==> src/rbs_pkg.sv <==
// shared constants, types and helpers for the ray box slab intersection block
`default_nettype none

package rbs_pkg;

  localparam int unsigned COORD_WIDTH_DEF   = 24;
  localparam int unsigned FRACTION_BITS_DEF = 16;
  localparam int unsigned NUM_AXES          = 3;
  localparam int unsigned NUM_LANES         = 2 * NUM_AXES;

  localparam logic [2:0] NORMAL_NONE  = 3'd0;
  localparam logic [2:0] NORMAL_NEG_X = 3'd1;
  localparam logic [2:0] NORMAL_POS_X = 3'd2;
  localparam logic [2:0] NORMAL_NEG_Y = 3'd3;
  localparam logic [2:0] NORMAL_POS_Y = 3'd4;
  localparam logic [2:0] NORMAL_NEG_Z = 3'd5;
  localparam logic [2:0] NORMAL_POS_Z = 3'd6;

  // per-axis flags riding alongside the quotients
  typedef struct packed {
    logic [NUM_AXES-1:0] par;    // delta is zero
    logic [NUM_AXES-1:0] pmiss;  // start outside slab, used only when parallel
    logic [NUM_AXES-1:0] dneg;   // delta is negative
  } rbs_side_t;

  // entry face normal: minus axis for positive delta, plus axis for negative
  function automatic logic [2:0] entry_code(input logic [1:0] axis, input logic dneg);
    logic [2:0] base;
    base = {axis, 1'b0};
    return dneg ? base + 3'd2 : base + 3'd1;
  endfunction

endpackage

`default_nettype wire

==> src/rbs_prep.sv <==
// front of the chain: slab differences, magnitudes, saturation and integer bit
`default_nettype none

module rbs_prep #(
  parameter int unsigned COORD_WIDTH   = rbs_pkg::COORD_WIDTH_DEF,
  parameter int unsigned FRACTION_BITS = rbs_pkg::FRACTION_BITS_DEF
) (
  input  wire                                              clk_i,
  input  wire                                              rst_ni,
  input  wire                                              en_i,
  input  wire                                              valid_i,
  input  wire  [rbs_pkg::NUM_AXES-1:0][COORD_WIDTH-1:0]    start_i,
  input  wire  [rbs_pkg::NUM_AXES-1:0][COORD_WIDTH-1:0]    end_i,
  input  wire  [rbs_pkg::NUM_AXES-1:0][COORD_WIDTH-1:0]    lo_i,
  input  wire  [rbs_pkg::NUM_AXES-1:0][COORD_WIDTH-1:0]    hi_i,
  output logic                                             valid_o,
  output rbs_pkg::rbs_side_t                               side_o,
  output logic [rbs_pkg::NUM_LANES-1:0]                    sat_o,
  output logic [rbs_pkg::NUM_LANES-1:0]                    neg_o,
  output logic [rbs_pkg::NUM_LANES-1:0][COORD_WIDTH-1:0]   d_o,
  output logic [rbs_pkg::NUM_LANES-1:0][COORD_WIDTH-1:0]   r_o,
  output logic [rbs_pkg::NUM_LANES-1:0][FRACTION_BITS+1:0] q_o
);
  import rbs_pkg::*;

  // first stage: signed differences, lane 2a is entry, 2a+1 is exit
  logic signed [COORD_WIDTH:0] num_d [NUM_LANES];
  logic signed [COORD_WIDTH:0] num_q [NUM_LANES];
  logic signed [COORD_WIDTH:0] del_d [NUM_AXES];
  logic signed [COORD_WIDTH:0] del_q [NUM_AXES];
  rbs_side_t                   side1_d, side1_q;
  logic                        valid1_q;

  always_comb begin
    logic signed [COORD_WIDTH:0] s, e, lo, hi, lo_s, hi_s;
    for (int a = 0; a < NUM_AXES; a++) begin
      s    = {start_i[a][COORD_WIDTH-1], start_i[a]};
      e    = {end_i[a][COORD_WIDTH-1], end_i[a]};
      lo   = {lo_i[a][COORD_WIDTH-1], lo_i[a]};
      hi   = {hi_i[a][COORD_WIDTH-1], hi_i[a]};
      lo_s = lo - s;
      hi_s = hi - s;
      del_d[a]         = e - s;
      side1_d.par[a]   = (e == s);
      side1_d.pmiss[a] = (s < lo) || (s > hi);
      side1_d.dneg[a]  = del_d[a][COORD_WIDTH];
      num_d[2*a]       = side1_d.dneg[a] ? hi_s : lo_s;
      num_d[2*a+1]     = side1_d.dneg[a] ? lo_s : hi_s;
    end
  end

  always_ff @(posedge clk_i or negedge rst_ni) begin
    if (!rst_ni) begin
      valid1_q <= 1'b0;
    end else if (en_i) begin
      valid1_q <= valid_i;
    end
  end

  always_ff @(posedge clk_i) begin
    if (en_i && valid_i) begin
      num_q   <= num_d;
      del_q   <= del_d;
      side1_q <= side1_d;
    end
  end

  // second stage: magnitudes (always below 2^COORD_WIDTH), saturation, integer bit
  logic [NUM_LANES-1:0]                    sat_d, neg_d;
  logic [NUM_LANES-1:0][COORD_WIDTH-1:0]   dm_d, r_d;
  logic [NUM_LANES-1:0][FRACTION_BITS+1:0] q_d;

  always_comb begin
    logic signed [COORD_WIDTH:0] nn, dd;
    logic [COORD_WIDTH-1:0]      nm, dm;
    logic                        ge;
    for (int l = 0; l < NUM_LANES; l++) begin
      nn       = num_q[l];
      dd       = del_q[l/2];
      nm       = nn[COORD_WIDTH] ? COORD_WIDTH'(-nn) : nn[COORD_WIDTH-1:0];
      dm       = dd[COORD_WIDTH] ? COORD_WIDTH'(-dd) : dd[COORD_WIDTH-1:0];
      ge       = (nm >= dm);
      sat_d[l] = ({1'b0, nm} >= {dm, 1'b0});
      neg_d[l] = nn[COORD_WIDTH] ^ dd[COORD_WIDTH];
      dm_d[l]  = dm;
      r_d[l]   = ge ? nm - dm : nm;
      q_d[l]   = {{(FRACTION_BITS+1){1'b0}}, ge};
    end
  end

  always_ff @(posedge clk_i or negedge rst_ni) begin
    if (!rst_ni) begin
      valid_o <= 1'b0;
    end else if (en_i) begin
      valid_o <= valid1_q;
    end
  end

  always_ff @(posedge clk_i) begin
    if (en_i && valid1_q) begin
      side_o <= side1_q;
      sat_o  <= sat_d;
      neg_o  <= neg_d;
      d_o    <= dm_d;
      r_o    <= r_d;
      q_o    <= q_d;
    end
  end

endmodule

`default_nettype wire

==> config.mk <==
export PLATFORM = sky130hd
export DESIGN_NAME = rbs_prep
export DESIGN_NICKNAME = d
export VERILOG_FILES = /design/src/rbs_pkg.sv /design/src/rbs_prep.sv
export SDC_FILE = /design/constraint.sdc
export NUM_CORES = 2
export LEC_CHECK = 0
export BUFFER_PORTS_ARGS = -buffer_cell sky130_fd_sc_hd__buf_2
export CAP_MARGIN = 20
export CORE_UTILIZATION = 59
export CTS_CLUSTER_DIAMETER = 40
export CTS_CLUSTER_SIZE = 24
export DETAILED_ROUTE_END_ITERATION = 10
export GPL_TIMING_DRIVEN = 0
export PLACE_DENSITY = 0.94
export SYNTH_ARGS = -nofsm -noshare
export SYNTH_HDL_FRONTEND = slang
export SYNTH_SLANG_ARGS = --single-unit
==> constraint.sdc <==
create_clock -name clk_i -period 8.5 [get_ports clk_i]
set_clock_uncertainty 0.05 [all_clocks]
set_input_delay 0.425 -clock clk_i [delete_from_list [all_inputs] [get_ports clk_i]]
set_output_delay 0.425 -clock clk_i [all_outputs]
set_load 0.005 [all_outputs]
[After elaboration in Yosys (flattened, before gate mapping)]
Cells that the tools add are included.
Cells by class
  add/subtract/negate cells: 24
  reduce and logical (&&, ||, !) cells: 5
  multiplexer cells: 21
  order comparisons: 18
  bitwise gates (word level): 6
  eq/ne operators: 3
Operators with widths (count)
  two-way mux 24 bit: 15
  subtractor 24 x 24 -> 25 bit: 9
  negator 24 bit: 9
  greater-or-equal comparator 24 x 25 -> 1 bit: 6
  two-way mux 25 bit: 6
  greater-or-equal comparator 24 bit: 6
  subtractor 24 bit: 6
  == test 24 bit: 3
  greater-than comparator 24 bit: 3
  < comparator 24 bit: 3
  XOR 1 bit: 6
  logical OR 1 bit: 3
  logical AND 1 bit: 2
Word-level totals
  word-level logic and storage cells: 111
  bits in registers: 479
  bits of input ports: 292

[Depth between registers and ports, before layout]
  word-level depth: 4
  depth in mapped cells: 20

[Least setup slack after synthesis]
OpenSTA, ideal clock, no wires.
  kind: input-to-reg
  start point: input en_i
  end point: register d_o[120] (netlist name) (enable)
  cell stages on the path: 1
  path slack: 1896 ps
  arrival: 5921 ps
  path buffers: 0
  cell sequence: and2_1
On the way
  longest elaborated chain between the ends: 1
RTL lines
  start: declaration: line rbs_prep.sv:10  | input wire en_i,
  logical AND 1 bit: line rbs_prep.sv:100  | if (en_i && valid1_q) begin
  end signal: assignment: line rbs_prep.sv:104  | d_o <= dm_d;
  end: declaration: line rbs_prep.sv:20  | output logic [rbs_pkg::NUM_LANES-1:0][COORD_WIDTH-1:0] d_o,
No other way between the ends.
A chain may end at the register's enable or synchronous reset.

==> impl_metrics.json <==
{
  "die_x_um": 273,
  "drt_iter0_drc": 4041,
  "ios": 710,
  "layout_commonest_cell": "buf_2",
  "fp.dieArea_sq_um": 74500,
  "grt_max_degree": 78,
  "setup_viol_count_final": 0,
  "postRouteAntennaNets": 0,
  "cts_buffers": 71,
  "synth_edf_count": 474,
  "r2r_slack_ps": 2230,
  "drive_gt1_share_pct": 21.3,
  "num_rows": 98,
  "outcome": "completed",
  "instances_no_fill": 6307,
  "antenna_found_initial": 7,
  "relSlewSlack_pct": 26.5,
  "synthCells": 4501,
  "clockBufferDepth": 3,
  "post_drt_wl_per_cell_um": 22.2,
  "initial_utilization_pct": 60.1,
  "clk_latency_ps": 620,
  "synth.ff_latch_count": 476,
  "ys.flop_type": "edfxtp_1",
  "syn-cell-area_sq_um": 43300,
  "end_kind": "flop",
  "hp-start": "valid_i",
  "worstPathRequired_ps": 8840,
  "grt_first_pass_wirelength_um": 208000,
  "htreeDepth": 3,
  "crit_arrival_ps": 6610,
  "tightest_slew_ps": 1090,
  "hold_viol": 0,
  "cts_hold_buf": 1,
  "cts_tree": "done",
  "holdPathStages": 2,
  "drv_cap": 0,
  "core_sq_um": 72100,
  "viasPerCell": 6.24,
  "fillers": 5172,
  "crit_fanout": 10,
  "fmax_mhz": 160,
  "vias": 39300,
  "holdPathEnd": "valid1_q$_DFFE_PN0P_",
  "cts_resized": 0,
  "p_leak_nw": 22.5,
  "gp_routability_congestion": 1.01,
  "powerDensity_nw_per_um2": 252,
  "r2r_cells": 18,
  "final_cell_mix": "buf_2 (614), ha_1 (476), edfxtp_1 (474), xnor2_1 (387), a21oi_1 (299)",
  "grt-ovfl-total": 0,
  "area_growth_pct": 16.9,
  "fin_crit_sh_pct": 73.7,
  "r2r_start": "side1_q[1]$_DFFE_PP_",
  "nets": 6074,
  "synth_cell_types": 93,
  "syn_avg_cell_area_sq_um": 9.63,
  "remaining_drc_errors": 0,
  "ys_seq_area_share_pct": 33.0,
  "critPathKind": "flop to flop",
  "grt_setup_unrepaired": "no",
  "post-place-cells": 6167,
  "multiInputGateArea_sq_um": 26700,
  "fin_hold_ws_ps": 20.4,
  "synthArstFlopShare_pct": 0.420,
  "hp-class": "primary input to flop",
  "die_h_um": 273,
  "root_buffer": "clkbuf_16",
  "clkTransAtPathRegs_ps": 70,
  "place_area_sq_um": 48100,
  "clock-sinks": 476,
  "slew_violations": 0,
  "period_minus_slack_ps": 6270,
  "ir_worst_vdd_uv": 202,
  "r2r-end": "r_o[67]$_DFFE_PP_",
  "io_buffers": 607,
  "drt-pass1-iter-count": 6,
  "grt_pass1_vias": 37900,
  "start_kind": "flop",
  "hpwl_um": 111000,
  "finalInstanceArea_sq_um": 50600,
  "post-cts-setup-buffers": 0,
  "regArea_sq_um": 14300,
  "yosysWarnings": 0,
  "routed_wl_um": 140000,
  "grt.total_usage_pct": 36.0
}
[layout make-up]
class | count | share of cell area [%]
multi-input cells | 3583 | 52.7
flip-flops and latches | 476 | 28.2
repair buffers | 616 | 6.37
clock buffers | 75 | 3.66
plain buffers | 243 | 3.15
well taps | 950 | 2.35
inverters | 300 | 2.22
clock inverters | 55 | 1.25
diodes | 9 | 0.0445
[worst max-delay path by stage]
stage / slack (ps) / depth (start not counted) / start / endpoint
after floorplan: 1900 / 1 / en_i / d_o[120]$_DFFE_PP_
after global placement: -640 / 2 / en_i / side_o[2]$_DFFE_PP_
after detailed placement: 2480 / 17 / side1_q[0]$_DFFE_PP_ / r_o[24]$_DFFE_PP_
after CTS: 2410 / 13 / del_q[54]$_DFFE_PP_ / r_o[12]$_DFFE_PP_
after global routing: 2060 / 13 / del_q[52]$_DFFE_PP_ / r_o[12]$_DFFE_PP_
final: 2230 / 18 / side1_q[1]$_DFFE_PP_ / r_o[67]$_DFFE_PP_
[cell usage after synthesis, types with 8 or more instances]
cell / n / area (sq um)
nand3_1: 63 / 315
a21oi_1: 299 / 1500
a41o_1: 8 / 80.1
o21bai_1: 31 / 233
mux2_2: 142 / 1600
nand2b_1: 65 / 407
o21a_1: 70 / 526
maj3_1: 21 / 210
edfxtp_1: 474 / 14200
xnor2_1: 387 / 3390
o31ai_1: 68 / 510
fa_1: 15 / 300
or2_2: 29 / 181
a21o_1: 174 / 1310
o211ai_1: 11 / 82.6
and3_1: 40 / 250
a211oi_1: 22 / 165
a221oi_1: 8 / 70.1
buf_4: 179 / 1340
and2_1: 22 / 138
clkbuf_1: 54 / 203
nor2_1: 243 / 912
a31oi_1: 51 / 319
ha_1: 476 / 5960
o41ai_1: 28 / 245
nor2b_1: 71 / 444
a221o_1: 9 / 90.1
o2111ai_1: 8 / 70.1
o31a_1: 12 / 105
inv_1: 293 / 1100
nor4_1: 21 / 131
nand4_1: 65 / 407
nor3_1: 61 / 305
o21ai_0: 247 / 1240
or4_1: 26 / 195
a21boi_0: 30 / 225
or3_1: 50 / 313
mux2i_1: 41 / 410
xor2_1: 173 / 1520
nand2_1: 279 / 1050
[flip-flops by register name, indices dropped and copies added, names as in the netlist]
name      flops
side1_q       8
num_q       150
sat_o         6
r_o         144
valid_o       1
q_o           6
d_o          72
del_q        73
valid1_q      1
neg_o         6
side_o        9
[worst max-delay path: stages (launching register included)]
cell and delay, ps:
edfxtp_1 360, clkbuf_1 380, clkbuf_1 520, clkbuf_1 490, nand2_1 120, o21a_1 290
fa_1 530, a21o_1 180, a21o_1 200, a21o_1 200, maj3_1 460, a221oi_1 360
o31a_1 240, o31ai_2 130, o41ai_2 430, buf_4 260, clkbuf_1 480, nand2_1 190
o31ai_1 150
[per-layer routing]
| metal | global-route usage, % | vias up | part of all wire [%] |
|---|---|---|---|
| met2 | 61.4 | 2388 | 48 |
| met1 | 41.3 | 18500 | 36 |
| li1 | - | 17900 | - |
| met4 | 22.9 | 0 | 6.7 |
| met5 | 0 | - | 0 |
| met3 | 7.26 | 534 | 10 |
[power breakdown]
group / leakage [nW] / internal, W / switching (W)
sequential: 4.47 / 0.00321 / 0.000232
clock: 1.22 / 0.00183 / 0.00124
combinational: 16.8 / 0.00256 / 0.00371
total: 22.5 / 0.00760 / 0.00518
[cells by family after synthesis]
kind of cell	count (synthesis)	synth area share, %
AOI/OAI and AO/OA	1152	17.3
and+or+nand+nor	1070	12.4
xor gates and xnor gates	563	11.4
buffers and inverters	543	6.27
adders and majority gates	513	14.9
DFF	476	33.0
muxes	183	4.64
other	1	0.00865
[through the flow]
| step | power [W] | TNS, ps | setup slack, ps | utilization, % |
|---|---|---|---|---|
| finish | 0.0128 | 0 | 2230 | 70.2 |
| global route | 0.0134 | 0 | 2060 | 70.2 |
| CTS | 0.0126 | 0 | 2410 | 70.2 |
| detailed placement | 0.00944 | 0 | 2480 | 66.7 |
| global placement | 0.00924 | -135680 | -644 | 66.5 |
| floorplan | 0.00771 | 0 | 1900 | - |
(Power assumes the default switching activity.)
