==> src/rbs_pkg.sv <==
// shared constants, types and helpers for the ray box slab intersection block
`default_nettype none

package rbs_pkg;

  localparam int unsigned COORD_WIDTH_DEF   = 24;
  localparam int unsigned FRACTION_BITS_DEF = 16;
  localparam int unsigned NUM_AXES          = 3;
  localparam int unsigned NUM_LANES         = 2 * NUM_AXES;

  localparam logic [2:0] NORMAL_NONE  = 3'd0;
  localparam logic [2:0] NORMAL_NEG_X = 3'd1;
  localparam logic [2:0] NORMAL_POS_X = 3'd2;
  localparam logic [2:0] NORMAL_NEG_Y = 3'd3;
  localparam logic [2:0] NORMAL_POS_Y = 3'd4;
  localparam logic [2:0] NORMAL_NEG_Z = 3'd5;
  localparam logic [2:0] NORMAL_POS_Z = 3'd6;

  // per-axis flags riding alongside the quotients
  typedef struct packed {
    logic [NUM_AXES-1:0] par;    // delta is zero
    logic [NUM_AXES-1:0] pmiss;  // start outside slab, used only when parallel
    logic [NUM_AXES-1:0] dneg;   // delta is negative
  } rbs_side_t;

  // entry face normal: minus axis for positive delta, plus axis for negative
  function automatic logic [2:0] entry_code(input logic [1:0] axis, input logic dneg);
    logic [2:0] base;
    base = {axis, 1'b0};
    return dneg ? base + 3'd2 : base + 3'd1;
  endfunction

endpackage

`default_nettype wire

==> src/rbs_cell.sv <==
// one restoring division step for all six lanes, registered
`default_nettype none

module rbs_cell #(
  parameter int unsigned COORD_WIDTH   = rbs_pkg::COORD_WIDTH_DEF,
  parameter int unsigned FRACTION_BITS = rbs_pkg::FRACTION_BITS_DEF
) (
  input  wire                                              clk_i,
  input  wire                                              rst_ni,
  input  wire                                              en_i,
  input  wire                                              valid_i,
  input  rbs_pkg::rbs_side_t                               side_i,
  input  wire  [rbs_pkg::NUM_LANES-1:0]                    sat_i,
  input  wire  [rbs_pkg::NUM_LANES-1:0]                    neg_i,
  input  wire  [rbs_pkg::NUM_LANES-1:0][COORD_WIDTH-1:0]   d_i,
  input  wire  [rbs_pkg::NUM_LANES-1:0][COORD_WIDTH-1:0]   r_i,
  input  wire  [rbs_pkg::NUM_LANES-1:0][FRACTION_BITS+1:0] q_i,
  output logic                                             valid_o,
  output rbs_pkg::rbs_side_t                               side_o,
  output logic [rbs_pkg::NUM_LANES-1:0]                    sat_o,
  output logic [rbs_pkg::NUM_LANES-1:0]                    neg_o,
  output logic [rbs_pkg::NUM_LANES-1:0][COORD_WIDTH-1:0]   d_o,
  output logic [rbs_pkg::NUM_LANES-1:0][COORD_WIDTH-1:0]   r_o,
  output logic [rbs_pkg::NUM_LANES-1:0][FRACTION_BITS+1:0] q_o
);
  import rbs_pkg::*;

  logic [NUM_LANES-1:0][COORD_WIDTH-1:0]   r_d;
  logic [NUM_LANES-1:0][FRACTION_BITS+1:0] q_d;

  always_comb begin
    logic [COORD_WIDTH:0] r2, dx;
    logic                 ge;
    for (int l = 0; l < NUM_LANES; l++) begin
      r2     = {r_i[l], 1'b0};
      dx     = {1'b0, d_i[l]};
      ge     = (r2 >= dx);
      // a remainder below the divisor stays so and fits back in COORD_WIDTH
      r_d[l] = ge ? COORD_WIDTH'(r2 - dx) : COORD_WIDTH'(r2);
      q_d[l] = {q_i[l][FRACTION_BITS:0], ge};
    end
  end

  always_ff @(posedge clk_i or negedge rst_ni) begin
    if (!rst_ni) begin
      valid_o <= 1'b0;
    end else if (en_i) begin
      valid_o <= valid_i;
    end
  end

  always_ff @(posedge clk_i) begin
    if (en_i && valid_i) begin
      side_o <= side_i;
      sat_o  <= sat_i;
      neg_o  <= neg_i;
      d_o    <= d_i;
      r_o    <= r_d;
      q_o    <= q_d;
    end
  end

endmodule

`default_nettype wire

==> config.mk <==
export PLATFORM = sky130hd
export DESIGN_NAME = rbs_cell
export DESIGN_NICKNAME = d
export VERILOG_FILES = /design/src/rbs_pkg.sv /design/src/rbs_cell.sv
export SDC_FILE = /design/constraint.sdc
export NUM_CORES = 1
export LEC_CHECK = 0
export ABC_CLOCK_PERIOD_IN_PS = 1600
export BUFFER_PORTS_ARGS = -buffer_cell sky130_fd_sc_hd__buf_2
export CAP_MARGIN = 5
export CELL_PAD_IN_SITES_DETAIL_PLACEMENT = 0
export CELL_PAD_IN_SITES_GLOBAL_PLACEMENT = 1
export CORE_AREA = 10 10 314 316
export DETAILED_ROUTE_END_ITERATION = 8
export DIE_AREA = 0 0 324 326
export PLACE_DENSITY = 0.64
export SLEW_MARGIN = 5
export SYNTH_ARGS = -nofsm -noshare
export SYNTH_HDL_FRONTEND = slang
export SYNTH_SLANG_ARGS = --single-unit
==> constraint.sdc <==
create_clock -name clk_i -period 1.6 [get_ports clk_i]
set_input_delay 0.32 -clock clk_i [delete_from_list [all_inputs] [get_ports clk_i]]
set_output_delay 0.32 -clock clk_i [all_outputs]
set_load 0.02 [all_outputs]
# [Yosys cells after proc, flatten, opt, wreduce, memory -nomap -nowiden]
# Cells that the tools add are included.
[word_totals] regBits=418 latch_bits=0 ram_bits=0 mem_bits_ro=0 inputBits=421 out_inout_bits=418 wordCells=49 memories=0
[classes] add_sub_neg=6 multipliers=0 n_div=0 order_cmp=6 eq_ne=0 n_shift=0 muxes=6 n_bitwise=0 reduce_logical=1
[op_table] op="$ge A25 B24 Y1" count=6
[op_table] op="$mux W24" count=6
[op_table] op="$sub A24 B24 Y24" count=6
[op_table] op="$logic_and A1 B1 Y1" count=1

# [Longest topological paths before layout]
# Gate-level depths: netlist of run 1.
[logic_depth] word_depth=2 mapped_depth=13 ltp_nobuf=11

# [Worst setup path after synthesis of run 1]
# No wires, ideal clock.
[synth_path] kind="input -> register" startpoint="input valid_i" endpoint="register d_o[0] (netlist bit), enable pin" setup_time_ps=832 arrival_time_ps=9694 required_time_ps=768 setup_slack_ps=-8926 stages=1 n_path_buf=0 path_cell_list="and2_1"
[synth_between] elab_chain_len=1
[synth_lines] element="from (decl)" line_no="rbs_cell.sv:11" source="input wire valid_i,"
[synth_lines] element="$logic_and A1 B1 Y1" line_no="rbs_cell.sv:53" source="if (en_i && valid_i) begin"
[synth_lines] element="to (signal assigned)" line_no="rbs_cell.sv:57" source="d_o <= d_i;"
[synth_lines] element="to (decl)" line_no="rbs_cell.sv:22" source="output logic [rbs_pkg::NUM_LANES-1:0][COORD_WIDTH-1:0] d_o,"
# No other way between the ends.
# A chain may end at the register's enable or synchronous reset.

==> results.toml, run 1 <==
[status]
status = "complete, but fails checks"
violations = "negative setup slack"

[power]
p_leak_nw = 17.5
power_density_mw_per_mm2 = 904
peakVddDrop_mv = 0.969
p_switching_mw = 10.4
p_clk_share_pct = 30.7
swShare_pct = 29.3
power_mw = 35.6
p_comb_share_pct = 31.4
pwr-share-seq_pct = 37.9
internal_power_mw = 25.2

[setup_path]
required_ns = 1.96
crit_type = "in -> reg"
cp-startpoint = "d_i[28]"
critPathArrivalTime_ns = 3.04
r2r-start = "valid_o"
endpoint_kind = "flip-flop"
startpoint_type = "primary input"
path_max_fanout = 6

[synth]
yosysWarnings = 0
syn_nets = 2297
ys.flop_type = "edfxtp_1"
synth_cell_types = 73
synth_seq_area_share_pct = 58.3
ys_async_sr_fraction_pct = 0.239
ys_ff_latch = 418
synth_enable_flop_cells = 417
synthCells = 1726
avgSynthCellArea_um2 = 12.5
yosys.area.top_type = "edfxtp_1"
synth_top_area_share_pct = 58.2
synth_area_leaders = "edfxtp_1 (58%), ha_1 (8.4%), inv_1 (3.2%)"
synth.cell_area_mm2 = 0.0215

[sta]
fin_crit_ns = 2.68
drv_slew = 0
skew_ns = 0
rsz0062_at_grt = "yes"
setup_tns_ns = -96.92
finalCritPeriodShare_pct = 167
setup_viol_count_final = 153
hold_slack_ns = 0.0535
fin_ws_ns = -1.08
slew_headroom_pct = 73.3
hold_viol = 0
worst_slew_pin_slew_ns = 0.398
fmax_mhz = 374

[clocking]
cts_buffer_depth = 3
cts-root-buf = "clkbuf_16"
h-tree-depth = 2
cts_tree = "yes"
cts_made_buffers = 48
clk_latency_ns = 0.61
cts.sinks = 418
clk_pin_slew_ns = 0.06

[routing]
dr.pass1.iters = 5
routed_wl_mm = 94.4
via_per_inst = 4.35
ant_nets = 0
drtIter0Drc = 950
drc = 0
wl_per_cell_um = 19.9
dr_total_vias = 20600

[placement]
place_congestion = 0.902
dp_cells = 4240
post-place-ws_ns = -1.87
dp_hpwl_mm = 73.7
io_buffers = 832

[global_routing]
grt_max_degree = 35
grt_pass1_vias = 21800
grt_pass1_wl_mm = 137
track_usage_pct = 17.0
overflow = 0
antenna_found_initial = 22

[floorplanning]
die_h_um = 326
die_area_mm2 = 0.106
std_cell_rows = 112
start_util_pct = 23.3
fp.dieW_um = 324
coreArea_mm2 = 0.0925
io_pins = 839

[job]
maxCapViolCount = 0

[cells_and_area]
fin_cells = 4742
drive_above_1_share_pct = 52.9
nets = 4066
area.growth.synth_to_final_pct = 82.8
multiInputGateArea_mm2 = 0.0102
seq_area_mm2 = 0.0125
n_fill_cell = 8683

[min_path]
hold_start = "r_i[101]"
min_path_type = "in -> reg"
cells in the final DEF, fill, tap and decap left out, types with 35 or more instances in the layout:
master / n
xnor2_1: 63
buf_4: 529
dlygate4sd3_1: 324
nand2_1: 78
nor2_1: 62
mux2_4: 38
a21oi_2: 35
inv_1: 151
clkbuf_16: 50
a21oi_1: 83
xor2_1: 43
edfxtp_1: 417
ha_4: 42
o21ai_0: 36
buf_6: 72
buf_2: 776
a21o_1: 62
ha_1: 97
cell usage after synthesis, types with 4 or more instances:
master     instances
a31oi_1           17
nor2b_1           21
mux2_2            51
mux2_4            17
nor3_1            18
nand2_1           94
and3_1            11
xnor2_1           69
or3_1              4
ha_1             144
o2111ai_1          4
a2bb2oi_1          4
fa_1               6
a211oi_1          12
and2_1             9
o21ai_0           85
nand2b_1          21
nand3_1           26
nand4_1           23
o31a_1             8
nor4_1             4
o211ai_1           6
o31ai_1           13
xor2_1            46
o21a_1            26
a21o_1            62
a21boi_0           6
a21oi_1          125
nor2_1            93
clkbuf_1          28
inv_1            181
o21bai_1           9
a41oi_1            4
mux2i_1            4
edfxtp_1         417
layout make-up:
| class | instances | share of cell area, % |
|---|---|---|
| Antenna cell | 11 | 0.0700 |
| Clock buffer | 64 | 3.31 |
| Clock inverter | 25 | 0.592 |
| Inverter | 181 | 1.87 |
| Multi-Input combinational cell | 1095 | 25.9 |
| Sequential cell | 418 | 31.9 |
| Tap cell | 1197 | 3.81 |
| Timing Repair Buffer | 1751 | 32.6 |
worst paths after layout:
path | to | slack, ns | depth (start not counted)
hold / removal | r_o[102] | 0.05 | 2
setup / recovery | r_o[37] | -1.08 | 14
min in group asynchronous | valid_o | 0.59 | 3
max in group asynchronous | valid_o | 0.90 | 3
setup reg to reg | valid_o | 0.28 | 2
hold reg to reg | valid_o | 1.09 | 2
sequential cells by signal, indices dropped and copies added, names as in the netlist:
name / cells
neg_o: 6
d_o: 144
q_o: 108
sat_o: 6
side_o: 9
r_o: 144
valid_o: 1
critical path, stage by stage:
cell and delay, ns:
buf_12 0.11, inv_12 0.04, ha_4 0.19, a21o_1 0.19
or3_4 0.35, o21ai_4 0.19, o311ai_4 0.14, a31oi_4 0.17
o221ai_2 0.12, o2111a_1 0.27, a2111oi_4 0.30, buf_4 0.21
buf_8 0.14, mux2_4 0.30
through the flow:
step                instance area [um2]  util [%]
finish                            39300      42.5
global route                      39300      42.5
CTS                               38600      41.7
detailed placement                31800      34.4
global placement                  31800      34.4
floorplan                         22500         -
kinds of logic (layout without fill, tap and decap cells):
| logic type | after synthesis | count (layout) | share of synthesized area [%] |
|---|---|---|---|
| compound gates | 418 | 420 | 12.7 |
| xor+xnor | 115 | 115 | 4.68 |
| fa+ha+maj | 150 | 150 | 8.93 |
| buf+inv | 215 | 2021 | 3.84 |
| flops | 418 | 418 | 58.3 |
| mux | 72 | 72 | 4.04 |
| other cells | 0 | 11 | 0 |
| simple gates | 338 | 338 | 7.53 |
layer usage:
layer  vias to the layer above  track usage (%)  wire (um)
li1                       9967                -          -
met1                      9942             19.1      36000
met2                       578             30.8      48500
met4                        12             5.28       2850
met5                         -                0         85
met3                       149             4.51       6970
power groups by stage:
stage	registers [mW]	clock network [mW]	logic, mW
2_1_floorplan	14.9	0	3.78
3_3_place_gp	13.7	0	9.07
3_5_place_dp	13.7	0	9.10
4_1_cts	13.5	11.2	10.8
5_1_grt	13.6	11.6	12.0
6_report	13.5	10.9	11.2
timing repair:
action                                  4_1_cts  5_1_grt
hold buffers                                323        1
setup buffers                                53       33
gates cloned                                 13        0
pin swaps                                    90       86
endpoints found under the hold margin       321        1
gates resized for setup                     340      152
endpoints found under the setup margin      170      169
No activity file was read; power rests on OpenSTA's default activity.
==> run 2: changes to the inputs <==
--- a/config.mk
+++ b/config.mk
@@ -11,6 +11,7 @@
 export CELL_PAD_IN_SITES_DETAIL_PLACEMENT = 0
 export CELL_PAD_IN_SITES_GLOBAL_PLACEMENT = 1
 export CORE_AREA = 10 10 314 316
+export CTS_BUF_LIST = sky130_fd_sc_hd__clkbuf_4
 export DETAILED_ROUTE_END_ITERATION = 8
 export DIE_AREA = 0 0 324 326
 export PLACE_DENSITY = 0.64
==> results.toml, run 2 (same netlist as run 1, synthesis figures left out) <==
[setup_path]
worst_r2r_endpoint = "valid_o"
r2r-start = "valid_o"
cpMaxStageDelayCell = "dlygate4sd3_1"
worstPathCellList = "buf_2 > dlygate4sd3_1 > ha_4 > a21o_1 > a21oi_2 > a21oi_4 > o22ai_4 > o211ai_1 > a41o_2 > buf_4 > a41o_4 > mux2_4"
path_buf_inv = 3
endpoint = "r_o[126]"
critPathArrivalTime_ns = 3.11
ff2ff_path_depth = 4
slowest_delay_ns = 0.59
cp-startpoint = "r_i[122]"
crit_family = "compound AO/OA/AOI/OAI gates"
required_ns = 2.32
startpoint_type = "primary input"
reg2reg_setup_slack_ns = 0.03
path_depth = 12
endpoint_kind = "flip-flop"
path_max_fanout = 7
crit_type = "in -> reg"

[status]
status = "complete, but fails checks"
violations = "negative hold slack, negative setup slack"

[sta]
fin_ws_ns = -0.787
hold_slack_ns = -0.471
slew_headroom_pct = 71.6
setup_viol_count_final = 568
finalCritPeriodShare_pct = 149
hold_viol = 18
fmax_mhz = 419
rsz0062_at_grt = "yes"
worst_slew_pin_slew_ns = 0.415
setup_tns_ns = -168.03
fin_crit_ns = 2.39
skew_ns = 0
drv_slew = 0

[placement]
io_buffers = 832
dp_hpwl_mm = 73.7
post-place-ws_ns = -1.87
place_congestion = 0.902

[floorplanning]
std_cell_rows = 112
die_h_um = 326
die_area_mm2 = 0.106
fp.dieW_um = 324
start_util_pct = 23.3
coreArea_mm2 = 0.0925
io_pins = 839

[cells_and_area]
layout_commonest_cell = "dlygate4sd3_1"
area.growth.synth_to_final_pct = 108
utilization_pct = 48.3
nets = 4416
final_cell_mix = "dlygate4sd3_1 (597), buf_4 (544), buf_6 (420), buf_2 (418), edfxtp_1 (417)"
drive_above_1_share_pct = 51.6
top_regs = "d_o: 144 flops, r_o: 144 flops, q_o: 108 flops"

[clocking]
h-tree-depth = 3
cts_buffer_depth = 3
cts.sinks = 418
cts_made_buffers = 114
clk_latency_ns = 0.95
clk_pin_slew_ns = 0.06
cts-root-buf = "clkbuf_4"
cts_tree = "yes"

[routing]
wl_per_cell_um = 20.8
via_per_inst = 4.43
ant_nets = 0
dr_total_vias = 22800
routed_wl_mm = 107
drtIter0Drc = 1105
dr.pass1.iters = 5
drc = 0

[global_routing]
antenna_found_initial = 32
grt_pass1_wl_mm = 147
grt_max_degree = 35
grt_pass1_vias = 23900
track_usage_pct = 18.3
overflow = 0

[power]
power_density_mw_per_mm2 = 815
p_leak_nw = 19.6
peakVddDrop_mv = 0.524

[job]
maxCapViolCount = 0

[min_path]
min_path_type = "in -> reg"
-- run 2: cell type report --
cell class | count | area [um2]
fillers | 7972 | 47800
flip-flops and latches | 418 | 12500
multi-input cells | 1095 | 10600
well taps | 1197 | 1500
clock inverters | 33 | 168
diodes | 25 | 62.6
inverters | 181 | 737
repair buffers | 2035 | 17900
clock buffers | 164 | 1230
-- run 2: power by group --
group | total, mW | switching (mW) | internal [mW]
Clock | 9.76 | 5.04 | 4.71
Sequential | 13.7 | 0.484 | 13.2
Combinational | 13.0 | 5.91 | 7.05
Total | 36.4 | 11.4 | 25.0
-- run 2: what timing repair did --
action	4_1_cts	5_1_grt
hold buffers	556	108
gates cloned	14	0
setup endpoints to repair	564	568
resized for setup	749	516
hold endpoints to repair	455	116
pin swaps	77	134
setup buffers	45	40
-- run 2: through the flow --
step / total power [mW] / cell area, um2 / instances
finish: 36.4 / 44700 / 5148
floorplan: 18.6 / 22500 / 1726
global route: 38.2 / 44700 / 5145
global placement: 22.7 / 31800 / 4240
CTS: 35.3 / 42000 / 5049
detailed placement: 22.8 / 31800 / 4240
-- run 2: worst min path at each step --
stage	endpoint	cells after the start	from	slack, ns
after floorplan	valid_o	0	rst_ni	0.02
after global placement	valid_o	1	rst_ni	0.1
after detailed placement	valid_o	1	rst_ni	0.1
after CTS	d_o[126]	1	d_i[126]	-0.64
after global routing	d_o[127]	1	d_i[127]	-0.58
final	d_o[127]	1	d_i[127]	-0.47
-- run 2: worst reg2reg max path, cell delays in order, from the launching register on --
cell and delay, ns:
dfrtp_1 0.40, buf_4 0.13, buf_4 0.12, mux2_2 0.24
dlygate4sd3_1 0.56
-- run 2: per-layer routing --
metal  up-vias  global-route usage, %  wire length, um
li1      10700                      -                -
met4         6                   7.81             4120
met2       811                   33.5            56200
met5         -                      0               38
met3       205                   4.83             7340
met1     11100                   19.7            39600
==> run 3: changes to the inputs <==
--- a/config.mk
+++ b/config.mk
@@ -14,6 +14,7 @@
 export CTS_BUF_LIST = sky130_fd_sc_hd__clkbuf_4
 export DETAILED_ROUTE_END_ITERATION = 8
 export DIE_AREA = 0 0 324 326
+export HOLD_SLACK_MARGIN = 0.06
 export PLACE_DENSITY = 0.64
 export SLEW_MARGIN = 5
 export SYNTH_ARGS = -nofsm -noshare
==> results.toml, run 3 (same netlist as run 1, synthesis figures left out) <==
[clocking]
cts_made_buffers = 114
cts.sinks = 418
cts-root-buf = "clkbuf_4"
clk_latency_ns = 0.98
cts_buffer_depth = 3
clk_pin_slew_ns = 0.07
cts_tree = "yes"
h-tree-depth = 3

[setup_path]
startpoint_type = "primary input"
reg2reg_setup_slack_ns = 0.02
path_max_fanout = 7
worst_r2r_endpoint = "valid_o"
worstPathCellList = "buf_2 > dlygate4sd3_1 > ha_4 > a21o_1 > a21oi_2 > a21oi_4 > o22ai_4 > o211ai_1 > a41o_2 > buf_6 > a41o_4 > mux2_4"
endpoint_kind = "flip-flop"
crit_family = "compound AO/OA/AOI/OAI gates"
ff2ff_path_depth = 4
cpMaxStageDelayCell = "dlygate4sd3_1"
crit_type = "in -> reg"
slowest_delay_ns = 0.60
r2r-start = "valid_o"
path_buf_inv = 3
critPathArrivalTime_ns = 3.13
required_ns = 2.32

[power]
power_mw = 36.7
peakVddDrop_mv = 0.544
power_density_mw_per_mm2 = 808
p_leak_nw = 19.8

[global_routing]
grt_max_degree = 35
grt_pass1_wl_mm = 149
grt_pass1_vias = 24200
track_usage_pct = 18.5
overflow = 0
antenna_found_initial = 35

[routing]
dr_total_vias = 23200
via_per_inst = 4.46
drtIter0Drc = 1214
routed_wl_mm = 108
ant_nets = 0
dr.pass1.iters = 5
drc = 0
wl_per_cell_um = 20.8

[cells_and_area]
seq_area_mm2 = 0.0125
top_regs = "d_o: 144 flops, r_o: 144 flops, q_o: 108 flops"
multiInputGateArea_mm2 = 0.0106
area.growth.synth_to_final_pct = 111
nets = 4475
drive_above_1_share_pct = 51.3
final_cell_mix = "dlygate4sd3_1 (654), buf_4 (537), buf_6 (429), buf_2 (420), edfxtp_1 (417)"
n_fill_cell = 7918
layout_commonest_cell = "dlygate4sd3_1"

[job]
maxCapViolCount = 0

[sta]
slew_headroom_pct = 71.2
rsz0062_at_grt = "yes"
worst_slew_pin_slew_ns = 0.420
setup_tns_ns = -185.33
hold_slack_ns = -0.477
hold_viol = 43
finalCritPeriodShare_pct = 151
fin_ws_ns = -0.815
fmax_mhz = 414
setup_viol_count_final = 568
fin_crit_ns = 2.42
skew_ns = 0
drv_slew = 0

[min_path]
hold_start = "d_i[126]"
holdPathStages = 1
min_path_type = "in -> reg"
min_to = "d_o[126]"

[status]
status = "complete, but fails checks"
violations = "negative hold slack, negative setup slack"

[placement]
post-place-ws_ns = -1.87
io_buffers = 832
dp_hpwl_mm = 73.7
place_congestion = 0.902

[floorplanning]
die_h_um = 326
coreArea_mm2 = 0.0925
std_cell_rows = 112
io_pins = 839
start_util_pct = 23.3
fp.dieW_um = 324
die_area_mm2 = 0.106
[run 3: cell count changes in the layout (fill, tap and decap cells not counted), sizes merged]
cell,previous run,this run
diode,25,26
dlymetal6s2s,1,2
buf,1434,1435
dlygate4sd3,597,654
[run 3: layer usage]
layer / global-route usage (%) / share of wire (%) / up-vias
met5: 0 / 0.065 / -
met4: 7.65 / 4.6 / 10
met2: 33.8 / 52 / 863
li1: - / - / 10900
met3: 4.81 / 7.3 / 267
met1: 19.9 / 36 / 11300
[run 3: power by group]
part / total (mW) / switching [mW] / internal, mW
clock: 9.80 / 5.09 / 4.72
sequential: 13.7 / 0.488 / 13.2
combinational: 13.1 / 5.93 / 7.21
total: 36.7 / 11.5 / 25.2
[run 3: how the worst max path moves through the flow]
stage,start,end,slack (ns),depth (start not counted)
global route,r_i[82],r_o[92],-0.78,13
global placement,d_i[28],r_o[37],-1.83,13
finish,r_i[122],r_o[123],-0.82,12
CTS,d_i[28],r_o[42],-0.64,14
detailed placement,d_i[28],r_o[46],-1.87,13
floorplan,en_i,d_o[0],-2.06,1
[run 3: stage by stage]
stage | area, um2 | utilization, % | instances
floorplan | 22500 | - | 1726
global placement | 31800 | 34.4 | 4240
detailed placement | 31800 | 34.4 | 4240
CTS | 42500 | 45.9 | 5091
global route | 45400 | 49.0 | 5205
finish | 45400 | 49.0 | 5208
[run 3: cell type report]
class,count,share of cell area (%)
sequential,418,27.7
clock inverter,33,0.370
clock buffer,164,2.71
inverter,181,1.62
timing repair buffer,2094,40.8
antenna,26,0.143
tap,1197,3.30
multi-input combinational,1095,23.4
[run 3: what timing repair did]
| action | in CTS | in global routing |
|---|---|---|
| resized for setup | 749 | 520 |
| pin swaps | 77 | 117 |
| setup buffers | 45 | 41 |
| endpoints found under the hold margin | 667 | 153 |
| endpoints found under the setup margin | 564 | 568 |
| hold buffers | 598 | 149 |
| gates cloned | 14 | 0 |
