### config.mk
export PLATFORM = sky130hd
export DESIGN_NAME = rbs_merge
export DESIGN_NICKNAME = d
export VERILOG_FILES = /design/src/rbs_pkg.sv /design/src/rbs_merge.sv
export SDC_FILE = /design/constraint.sdc
export NUM_CORES = 1
export LEC_CHECK = 0
export BUFFER_PORTS_ARGS = -buffer_cell sky130_fd_sc_hd__clkbuf_2
export CAP_MARGIN = 20
export CORE_MARGIN = 4
export CORE_UTILIZATION = 53
export CTS_CLUSTER_SIZE = 20
export DETAILED_ROUTE_END_ITERATION = 12
export HOLD_SLACK_MARGIN = 0.06
export MAX_ROUTING_LAYER = met4
export PLACE_DENSITY = 0.89
export SLEW_MARGIN = 15
export SYNTH_ARGS = -nofsm -noshare
export SYNTH_HDL_FRONTEND = slang
export SYNTH_SLANG_ARGS = --single-unit
### constraint.sdc
create_clock -name clk_i -period 0.8 [get_ports clk_i]
set_input_delay 0.08 -clock clk_i [delete_from_list [all_inputs] [get_ports clk_i]]
set_output_delay 0.08 -clock clk_i [all_outputs]
set_load 0.03 [all_outputs]
### src/rbs_pkg.sv
// shared constants, types and helpers for the ray box slab intersection block
`default_nettype none

package rbs_pkg;

  localparam int unsigned COORD_WIDTH_DEF   = 24;
  localparam int unsigned FRACTION_BITS_DEF = 16;
  localparam int unsigned NUM_AXES          = 3;
  localparam int unsigned NUM_LANES         = 2 * NUM_AXES;

  localparam logic [2:0] NORMAL_NONE  = 3'd0;
  localparam logic [2:0] NORMAL_NEG_X = 3'd1;
  localparam logic [2:0] NORMAL_POS_X = 3'd2;
  localparam logic [2:0] NORMAL_NEG_Y = 3'd3;
  localparam logic [2:0] NORMAL_POS_Y = 3'd4;
  localparam logic [2:0] NORMAL_NEG_Z = 3'd5;
  localparam logic [2:0] NORMAL_POS_Z = 3'd6;

  // per-axis flags riding alongside the quotients
  typedef struct packed {
    logic [NUM_AXES-1:0] par;    // delta is zero
    logic [NUM_AXES-1:0] pmiss;  // start outside slab, used only when parallel
    logic [NUM_AXES-1:0] dneg;   // delta is negative
  } rbs_side_t;

  // entry face normal: minus axis for positive delta, plus axis for negative
  function automatic logic [2:0] entry_code(input logic [1:0] axis, input logic dneg);
    logic [2:0] base;
    base = {axis, 1'b0};
    return dneg ? base + 3'd2 : base + 3'd1;
  endfunction

endpackage

`default_nettype wire

### src/rbs_merge.sv
// end of the chain: signed parameters, entry max, exit min, miss test, result register
`default_nettype none

module rbs_merge #(
  parameter int unsigned FRACTION_BITS = rbs_pkg::FRACTION_BITS_DEF
) (
  input  wire                                              clk_i,
  input  wire                                              rst_ni,
  input  wire                                              en_i,
  input  wire                                              valid_i,
  input  rbs_pkg::rbs_side_t                               side_i,
  input  wire  [rbs_pkg::NUM_LANES-1:0]                    sat_i,
  input  wire  [rbs_pkg::NUM_LANES-1:0]                    neg_i,
  input  wire  [rbs_pkg::NUM_LANES-1:0][FRACTION_BITS+1:0] q_i,
  output logic                                             valid_o,
  output logic                                             hit_o,
  output logic [FRACTION_BITS:0]                           frac_o,
  output logic [2:0]                                       normal_o
);
  import rbs_pkg::*;

  localparam int unsigned TW = FRACTION_BITS + 3;
  localparam logic signed [TW-1:0] ONE = TW'(1) << FRACTION_BITS;
  localparam logic signed [TW-1:0] TWO = TW'(1) << (FRACTION_BITS + 1);

  logic                   hit_d;
  logic [FRACTION_BITS:0] frac_d;
  logic [2:0]             normal_d;

  always_comb begin
    logic signed [TW-1:0] mag, te, tx, enter, exitv;
    logic [2:0]           normal;
    logic                 miss;
    enter  = '0;
    exitv  = ONE;
    normal = NORMAL_NONE;
    miss   = 1'b0;
    for (int a = 0; a < NUM_AXES; a++) begin
      mag = sat_i[2*a] ? TWO : {1'b0, q_i[2*a]};
      te  = neg_i[2*a] ? -mag : mag;
      mag = sat_i[2*a+1] ? TWO : {1'b0, q_i[2*a+1]};
      tx  = neg_i[2*a+1] ? -mag : mag;
      if (side_i.par[a]) begin
        if (side_i.pmiss[a]) miss = 1'b1;
      end else begin
        if (te > enter) begin
          enter  = te;
          normal = entry_code(2'(a), side_i.dneg[a]);
        end
        if (tx < exitv) exitv = tx;
      end
    end
    if ((enter > exitv) || (exitv < 0) || (enter > ONE)) miss = 1'b1;
    // entry never drops below zero, and a hit keeps it at or below one
    hit_d    = !miss;
    frac_d   = miss ? '0 : enter[FRACTION_BITS:0];
    normal_d = miss ? NORMAL_NONE : normal;
  end

  always_ff @(posedge clk_i or negedge rst_ni) begin
    if (!rst_ni) begin
      valid_o <= 1'b0;
    end else if (en_i) begin
      valid_o <= valid_i;
    end
  end

  always_ff @(posedge clk_i) begin
    if (en_i && valid_i) begin
      hit_o    <= hit_d;
      frac_o   <= frac_d;
      normal_o <= normal_d;
    end
  end

endmodule

`default_nettype wire

==> results of run 1 <==
-- metal layers --
metal | overflow | track usage (%)
met5 | - | -
met1 | 3 | 75.26
met3 | 3 | 59.82
met4 | 115 | 86.64
met2 | 309 | 100.4
-- cells in the mapped netlist, types with 5 or more instances --
master,n
sky130_fd_sc_hd__a211oi_1,11
sky130_fd_sc_hd__a21o_1,26
sky130_fd_sc_hd__a21oi_1,87
sky130_fd_sc_hd__a311oi_1,5
sky130_fd_sc_hd__a31oi_1,12
sky130_fd_sc_hd__and2_1,8
sky130_fd_sc_hd__and3_1,9
sky130_fd_sc_hd__buf_2,11
sky130_fd_sc_hd__clkbuf_1,51
sky130_fd_sc_hd__edfxtp_1,21
sky130_fd_sc_hd__ha_1,99
sky130_fd_sc_hd__inv_1,55
sky130_fd_sc_hd__mux2_2,6
sky130_fd_sc_hd__mux2i_1,24
sky130_fd_sc_hd__nand2_1,123
sky130_fd_sc_hd__nand2b_1,18
sky130_fd_sc_hd__nand3_1,20
sky130_fd_sc_hd__nand4_1,17
sky130_fd_sc_hd__nor2_1,121
sky130_fd_sc_hd__nor2b_1,23
sky130_fd_sc_hd__nor3_1,25
sky130_fd_sc_hd__nor3b_1,18
sky130_fd_sc_hd__nor4_1,25
sky130_fd_sc_hd__o2111ai_1,5
sky130_fd_sc_hd__o211ai_1,6
sky130_fd_sc_hd__o21a_1,14
sky130_fd_sc_hd__o21ai_0,91
sky130_fd_sc_hd__o21ai_1,6
sky130_fd_sc_hd__o21bai_1,10
sky130_fd_sc_hd__o31ai_1,19
sky130_fd_sc_hd__o41ai_1,15
sky130_fd_sc_hd__or2_2,14
sky130_fd_sc_hd__or3_1,14
sky130_fd_sc_hd__or4_1,20
sky130_fd_sc_hd__xnor2_1,26
sky130_fd_sc_hd__xor2_1,27
-- metrics by stage --
step / utilization [%] / TNS, ns / std cells
detailed placement: 84.28 / -163.52 / 1902
floorplan: - / -146.29 / 1170
CTS: 93.64 / -143.65 / 1945
global placement: 84.28 / -152.52 / 1902
-- what timing repair did --
item,4_1_cts
endpoints found under the setup margin,43
gates resized for setup,219
hold endpoints to repair,1
hold buffers,1
pin swaps,56
setup buffers,35
gates cloned,3
-- cell families after synthesis --
family | Yosys count | synth area share (%)
xor+xnor | 53 | 5.750
simple gates | 478 | 30.35
other cells | 1 | 0.04645
mux | 31 | 3.983
flops | 22 | 8.121
buf+inv | 122 | 5.936
fa+ha+maj | 99 | 15.34
compound gates | 364 | 30.47
==> load_flow_metrics.sql, run 1 <==
INSERT INTO impl_metrics (metric_group, metric, value, unit) VALUES
('run_status', 'outcome', 'stopped before the end', ''),
('run_status', 'stop_stage', 'global routing', ''),
('run_status', 'error_message', '[ERROR GRT-0116] Global routing finished with congestion. Check the congestion regions in the DRC Viewer.', ''),
('yosys', 'synth_seq_cells', '22', ''),
('floorplan', 'rows', '44', ''),
('place', 'port_buffers', '154', ''),
('yosys', 'synth_nets', '1402', ''),
('floorplan', 'die_h', '131.4', 'µm'),
('yosys', 'synth_cells', '1170', ''),
('yosys', 'syn_area', '8073', 'µm²'),
('clock_network', 'max-clock-path-buffers', '2', ''),
('yosys', 'synth_top_area_share', '15.34', '%'),
('yosys', 'ys.flop_type', 'sky130_fd_sc_hd__edfxtp_1', ''),
('global_routing', 'grt_first_pass_wirelength', '108.9', 'mm'),
('yosys', 'synth-seq-area-share', '8.122', '%'),
('yosys', 'yosys-top-cells-area', 'sky130_fd_sc_hd__ha_1 (15%), sky130_fd_sc_hd__edfxtp_1 (7.8%), sky130_fd_sc_hd__nand2_1 (5.7%), sky130_fd_sc_hd__o21ai_0 (5.6%), sky130_fd_sc_hd__nor2_1 (5.6%)', ''),
('yosys', 'post_synth.cell_area_avg', '6.900', 'µm²'),
('place', 'gpl.final_weighted_congestion', '1.079', ''),
('clock_network', 'cts_root_buf', 'sky130_fd_sc_hd__clkbuf_16', ''),
('floorplan', 'ioPinCount', '155', ''),
('yosys', 'ys_async_sr_fraction', '4.545', '%'),
('floorplan', 'initial_utilization', '54.92', '%'),
('global_routing', 'grt_use_total', '80.78', '%'),
('place', 'detailedPlace.worstSlack', '-7.830', 'ns'),
('clock_network', 'cts_sinks', '22', ''),
('clock_network', 'htreeDepth', '1', ''),
('yosys', 'synth.largest_area_cell', 'sky130_fd_sc_hd__ha_1', ''),
('floorplan', 'die_x', '131.4', 'µm'),
('yosys', 'yosys_warnings', '0', ''),
('clock_network', 'tritoncts.num_buffers', '3', ''),
('global_routing', 'grt_max_degree', '31', ''),
('global_routing', 'globalRoute.totalOverflow', '430', ''),
('place', 'dp_hpwl', '33.49', 'mm'),
('yosys', 'synth_enable_flop_cells', '21', ''),
('yosys', 'synthDistinctLibCells', '85', ''),
('place', 'detailed_place.area', '12390', 'µm²'),
('global_routing', 'number_of_global_route_vias_before_repair', '17600', '');
==> run 2: changes to the inputs <==
--- a/config.mk
+++ b/config.mk
@@ -8,12 +8,9 @@
 export BUFFER_PORTS_ARGS = -buffer_cell sky130_fd_sc_hd__clkbuf_2
 export CAP_MARGIN = 20
 export CORE_MARGIN = 4
-export CORE_UTILIZATION = 53
-export CTS_CLUSTER_SIZE = 20
+export CORE_UTILIZATION = 40
 export DETAILED_ROUTE_END_ITERATION = 12
-export HOLD_SLACK_MARGIN = 0.06
-export MAX_ROUTING_LAYER = met4
-export PLACE_DENSITY = 0.89
+export PLACE_DENSITY_LB_ADDON = 0.15
 export SLEW_MARGIN = 15
 export SYNTH_ARGS = -nofsm -noshare
 export SYNTH_HDL_FRONTEND = slang
==> constraint.sdc (replaced) <==
create_clock -name clk_i -period 1.05 [get_ports clk_i]
set_input_delay 0.105 -clock clk_i [delete_from_list [all_inputs] [get_ports clk_i]]
set_output_delay 0.105 -clock clk_i [all_outputs]
set_load 0.03 [all_outputs]
==> run 2 against run 1 <==
The flow now finishes, with violations (setup timing); area after synthesis unchanged; synthesized cell count unchanged.
==> load_flow_metrics.sql, run 2 <==
INSERT INTO impl_metrics (metric_group, metric, value, unit) VALUES
('detailed_routing', 'avgViaCountPerCell', '5.780', ''),
('final_layout', 'largest_registers', 'frac_o x17, normal_o x3', ''),
('detailed_routing', 'detail_route.iter0.violations', '862', ''),
('sta', 'timing.final.ws_setup', '-6.821', 'ns'),
('yosys', 'synth_seq_cells', '22', ''),
('floorplan', 'rows', '51', ''),
('detailed_routing', 'num_vias', '12100', ''),
('final_layout', 'commonest_cells_after_routing_fill_and_taps_aside', 'sky130_fd_sc_hd__buf_4 (531), sky130_fd_sc_hd__clkbuf_2 (151), sky130_fd_sc_hd__nor2_1 (110), sky130_fd_sc_hd__nand2_1 (101), sky130_fd_sc_hd__a21oi_1 (69)', ''),
('setup_path', 'critical-path-max-stage-delay', '0.53', 'ns'),
('sta', 'fin_skew', '0', 'ns'),
('setup_path', 'crit_path_start_kind', 'input pin', ''),
('detailed_routing', 'detail_route.drc_violations', '0', ''),
('place', 'placedCellCount', '2012', ''),
('final_layout', 'layout.core_utilization', '75.21', '%'),
('yosys', 'yosys.cell_count.top_type', 'sky130_fd_sc_hd__nand2_1', ''),
('sta', 'worst-slew-pin-transition', '0.6450', 'ns'),
('sta', 'finalMaxSlewViolations', '0', ''),
('final_layout', 'final_cell_count_no_fill', '2093', ''),
('yosys', 'yosys_warnings', '0', ''),
('detailed_routing', 'drtPass1Iterations', '6', ''),
('floorplan', 'floorplan.die_area', '22520', 'µm²'),
('detailed_routing', 'route.antenna.remaining_nets', '0', ''),
('final_layout', 'commonest_non_fill_non_tap_cell_in_the_layout', 'sky130_fd_sc_hd__buf_4', ''),
('power', 'ir_worst_vdd', '0.6241', 'mV'),
('floorplan', 'die_h', '150.1', 'µm'),
('detailed_routing', 'routed_wl', '36.56', 'mm'),
('detailed_routing', 'detail_route.wl_per_cell', '17.47', 'µm'),
('yosys', 'synth-seq-area-share', '8.122', '%'),
('setup_path', 'endpoint_kind', 'register', ''),
('floorplan', 'ioPinCount', '155', ''),
('run_status', 'violations', 'setup timing', ''),
('place', 'port_buffers', '154', ''),
('clock_network', 'htreeDepth', '1', ''),
('final_layout', 'number_of_flip_flops_under_the_largest_register_name', '17', ''),
('global_routing', 'globalRoute.totalOverflow', '0', ''),
('sta', 'setup_repair_after_global_routing_missed_its_margin', 'true', ''),
('place', 'dp_hpwl', '26.70', 'mm'),
('sta', 'finalSetupViolCount', '21', ''),
('floorplan', 'initial_utilization', '41.07', '%'),
('yosys', 'ys_top_cells_by_count', 'sky130_fd_sc_hd__nand2_1 (123), sky130_fd_sc_hd__nor2_1 (121), sky130_fd_sc_hd__ha_1 (99)', ''),
('sta', 'final.min_clock_period', '7.871', 'ns'),
('yosys', 'synth_cells', '1170', ''),
('final_layout', 'final_area', '14780', 'µm²'),
('clock_network', 'max-clock-path-buffers', '2', ''),
('yosys', 'ys_async_sr_fraction', '4.545', '%'),
('yosys', 'synth_enable_flop_cells', '21', ''),
('clock_network', 'cts_sinks', '22', ''),
('final_layout', 'area_grow_syn2layout', '83.11', '%'),
('final_layout', 'insertedDiodeCount', '0', ''),
('global_routing', 'number_of_global_route_vias_before_repair', '11310', ''),
('setup_path', 'worst_path_dominant_cell_family', 'compound AO/OA/AOI/OAI gates', ''),
('yosys', 'synth_top_area_share', '15.34', '%'),
('clock_network', 'cts_root_buf', 'sky130_fd_sc_hd__clkbuf_16', ''),
('yosys', 'synthDistinctLibCells', '85', ''),
('final_layout', 'largest_register', 'frac_o', ''),
('flow_run', 'maxCapViolations', '0', ''),
('clock_network', 'tritoncts.num_buffers', '3', ''),
('setup_path', 'critPathArrivalTime', '7.97', 'ns'),
('floorplan', 'core_region_area', '19650', 'µm²'),
('global_routing', 'grt_first_pass_wirelength', '53.58', 'mm'),
('global_routing', 'antenna_violations_before_repair', '0', ''),
('place', 'detailed_place.area', '12700', 'µm²'),
('yosys', 'syn_area', '8073', 'µm²'),
('run_status', 'outcome', 'finished with violations', ''),
('final_layout', 'drive_above_1_share', '52.08', '%'),
('sta', 'hold_viol', '0', ''),
('sta', 'fin_crit_sh', '749.6', '%'),
('clock_network', 'cts_tree', 'done', ''),
('sta', 'max_clock_freq', '127.1', 'MHz'),
('place', 'gpl.final_weighted_congestion', '0.9705', ''),
('yosys', 'post_synth.cell_area_avg', '6.900', 'µm²'),
('final_layout', 'design.final.nets', '2061', ''),
('clock_network', 'clk_pin_slew_worst_paths', '0.06', 'ns'),
('global_routing', 'grt_use_total', '28.45', '%'),
('yosys', 'yosys-top-cells-area', 'sky130_fd_sc_hd__ha_1 (15%), sky130_fd_sc_hd__edfxtp_1 (7.8%), sky130_fd_sc_hd__nand2_1 (5.7%), sky130_fd_sc_hd__o21ai_0 (5.6%), sky130_fd_sc_hd__nor2_1 (5.6%)', ''),
('min_path', 'class_of_the_tightest_hold_or_removal_check', 'in2reg', ''),
('power', 'power_per_cell_area', '837.3', 'nW/µm²'),
('final_layout', 'fill_cells', '1409', ''),
('power', 'static-leakage-power', '6.748', 'nW'),
('yosys', 'synth.largest_area_cell', 'sky130_fd_sc_hd__ha_1', ''),
('setup_path', 'critical-path-slowest-cell', 'sky130_fd_sc_hd__or4_4', ''),
('clock_network', 'worst_skew_pair_latency', '0.25', 'ns'),
('yosys', 'ys.flop_type', 'sky130_fd_sc_hd__edfxtp_1', ''),
('floorplan', 'die_x', '150.1', 'µm'),
('yosys', 'synth_nets', '1402', ''),
('sta', 'slew_headroom', '56.74', '%'),
('setup_path', 'critical_path_required', '1.14', 'ns'),
('setup_path', 'largest_fanout_on_the_critical_path', '8', ''),
('setup_path', 'worst-setup-path-type', 'in2reg', ''),
('setup_path', 'timing.critical_path.buf_inv', '8', ''),
('global_routing', 'grt_max_degree', '31', '');
-- run 2: cell counts after synthesis --
Identical to the previous run, type by type.
-- run 2: repair_timing --
action,CTS,global route
cloned,5,1
gates resized for setup,134,165
endpoints found under the hold margin,1,0
endpoints found under the setup margin,21,21
pin swaps,35,79
setup buffers,39,38
hold buffers,1,0
-- run 2: area by class of cell --
cell class / instances / area (µm²) / share of cell area (%)
multi-input combinational: 1027 / 8247 / 55.79
timing repair buffer: 719 / 5249 / 35.51
sequential: 22 / 655.6 / 4.435
tap: 265 / 331.6 / 2.243
inverter: 56 / 220.2 / 1.490
clock buffer: 3 / 75.07 / 0.5079
clock inverter: 1 / 3.754 / 0.02539
-- run 2: worst paths after layout --
kind	from	to	slack [ns]	depth (start not counted)
hold reg to reg	valid_o	valid_o	0.51	1
max in group asynchronous	rst_ni	valid_o	0.81	2
setup reg to reg	valid_o	valid_o	0.31	1
min in group asynchronous	rst_ni	valid_o	0.16	2
setup / recovery	q_i[25]	frac_o[13]	-6.82	38
hold / removal	valid_i	valid_o	0.1	2
-- run 2: logic make-up (layout without fill, tap and decap cells) --
kind of cell	after synthesis	count (layout)	synth area share [%]
adders and majority gates	99	99	15.34
other	1	1	0.04645
xor gates and xnor gates	53	53	5.750
AOI/OAI and AO/OA	364	365	30.47
buffers and inverters	122	779	5.936
and+or+nand+nor	478	478	30.35
DFF	22	22	8.121
muxes	31	31	3.983
-- run 2: layer usage --
metal / vias up / track usage, % / wire length, µm / part of all wire (%)
met4: 0 / 8.326 / 1592 / 4.4
met5: - / 0 / 0 / 0
li1: 5730 / - / - / -
met2: 572 / 49.11 / 17600 / 48
met3: 140 / 1.787 / 2305 / 6.3
met1: 5656 / 38.14 / 15060 / 41
-- run 2: power breakdown --
part           internal, mW  switching (mW)
registers              1.04          0.0185
logic                  5.28            5.23
clock network         0.508           0.294
-- run 2: stage by stage --
| stage | worst slack (ns) | total power, mW | setup TNS [ns] | hold slack (ns) |
|---|---|---|---|---|
| 3_3_place_gp | -6.864 | 8.596 | -143.17 | -0.1201 |
| 2_1_floorplan | -6.762 | 5.122 | -141.52 | -0.1906 |
| 5_1_grt | -7.136 | 13.17 | -148.70 | 0.1203 |
| 6_report | -6.821 | 12.38 | -141.91 | 0.09846 |
| 3_5_place_dp | -7.267 | 8.755 | -149.75 | -0.1173 |
| 4_1_cts | -6.329 | 10.65 | -131.70 | 0.09784 |
Note: power is estimated with default switching activity, not from simulation.
==> run 3: changes to the inputs <==
--- a/config.mk
+++ b/config.mk
@@ -8,7 +8,7 @@
 export BUFFER_PORTS_ARGS = -buffer_cell sky130_fd_sc_hd__clkbuf_2
 export CAP_MARGIN = 20
 export CORE_MARGIN = 4
-export CORE_UTILIZATION = 40
+export CORE_UTILIZATION = 55
 export DETAILED_ROUTE_END_ITERATION = 12
 export PLACE_DENSITY_LB_ADDON = 0.15
 export SLEW_MARGIN = 15
==> run 3 against run 2 <==
The run now fails in global routing; synthesized cell count stayed put; area after synthesis stayed put.
==> load_flow_metrics.sql, run 3 <==
INSERT INTO impl_metrics (metric_group, metric, value, unit) VALUES
('yosys', 'post_synth.cell_area_avg', '6.900', 'µm²'),
('global_routing', 'globalRoute.totalOverflow', '112', ''),
('floorplan', 'die_h', '129.2', 'µm'),
('run_status', 'outcome', 'stopped before the end', ''),
('clock_network', 'htreeDepth', '1', ''),
('yosys', 'synth_enable_flop_cells', '21', ''),
('yosys', 'synth-seq-area-share', '8.122', '%'),
('clock_network', 'tritoncts.num_buffers', '3', ''),
('floorplan', 'die_x', '129.2', 'µm'),
('yosys', 'synth.largest_area_cell', 'sky130_fd_sc_hd__ha_1', ''),
('global_routing', 'grt_first_pass_wirelength', '95.83', 'mm'),
('yosys', 'syn_area', '8073', 'µm²'),
('yosys', 'yosys-top-cells-area', 'sky130_fd_sc_hd__ha_1 (15%), sky130_fd_sc_hd__edfxtp_1 (7.8%), sky130_fd_sc_hd__nand2_1 (5.7%), sky130_fd_sc_hd__o21ai_0 (5.6%), sky130_fd_sc_hd__nor2_1 (5.6%)', ''),
('global_routing', 'grt_max_degree', '31', ''),
('yosys', 'ys.flop_type', 'sky130_fd_sc_hd__edfxtp_1', ''),
('clock_network', 'cts_sinks', '22', ''),
('clock_network', 'cts_root_buf', 'sky130_fd_sc_hd__clkbuf_16', ''),
('floorplan', 'rows', '44', ''),
('floorplan', 'ioPinCount', '155', ''),
('place', 'gpl.final_weighted_congestion', '1.014', ''),
('global_routing', 'grt_use_total', '73.42', '%'),
('yosys', 'synthDistinctLibCells', '85', ''),
('yosys', 'synth_seq_cells', '22', ''),
('yosys', 'synth_nets', '1402', ''),
('floorplan', 'initial_utilization', '55.76', '%'),
('yosys', 'synth_cells', '1170', ''),
('yosys', 'yosys.cell_count.top_type', 'sky130_fd_sc_hd__nand2_1', ''),
('place', 'port_buffers', '154', ''),
('global_routing', 'number_of_global_route_vias_before_repair', '16640', ''),
('place', 'dp_hpwl', '28.43', 'mm'),
('clock_network', 'max-clock-path-buffers', '2', ''),
('place', 'detailed_place.area', '12610', 'µm²'),
('yosys', 'ys_top_cells_by_count', 'sky130_fd_sc_hd__nand2_1 (123), sky130_fd_sc_hd__nor2_1 (121), sky130_fd_sc_hd__ha_1 (99)', ''),
('run_status', 'stop_stage', 'global routing', ''),
('yosys', 'synth_top_area_share', '15.34', '%'),
('yosys', 'yosys_warnings', '0', ''),
('yosys', 'ys_async_sr_fraction', '4.545', '%'),
('run_status', 'error_message', '[ERROR GRT-0116] Global routing finished with congestion. Check the congestion regions in the DRC Viewer.', '');
run 3: kinds of logic after synthesis:
family | count (synthesis) | share of synthesized area [%]
and+or+nand+nor | 478 | 30.35
AOI/OAI and AO/OA | 364 | 30.47
buffers and inverters | 122 | 5.936
adders and majority gates | 99 | 15.34
xor gates and xnor gates | 53 | 5.750
muxes | 31 | 3.983
DFF | 22 | 8.121
other | 1 | 0.04645
run 3: through the flow:
stage               instances  worst slack, ns
CTS                      1961           -6.436
detailed placement       1925           -7.265
global placement         1925           -7.149
floorplan                1170           -6.762
run 3: routing by layer:
metal | overflow | global-route usage (%)
met5 | 0 | 14.71
met4 | 58 | 77.27
met3 | 1 | 57.13
met2 | 53 | 93.08
met1 | 0 | 70.61
run 3: what timing repair did:
action | 4_1_cts
pin swaps | 61
gates resized for setup | 174
cloned | 5
hold endpoints to repair | 1
hold buffers | 1
setup endpoints to repair | 21
buffers inserted | 26
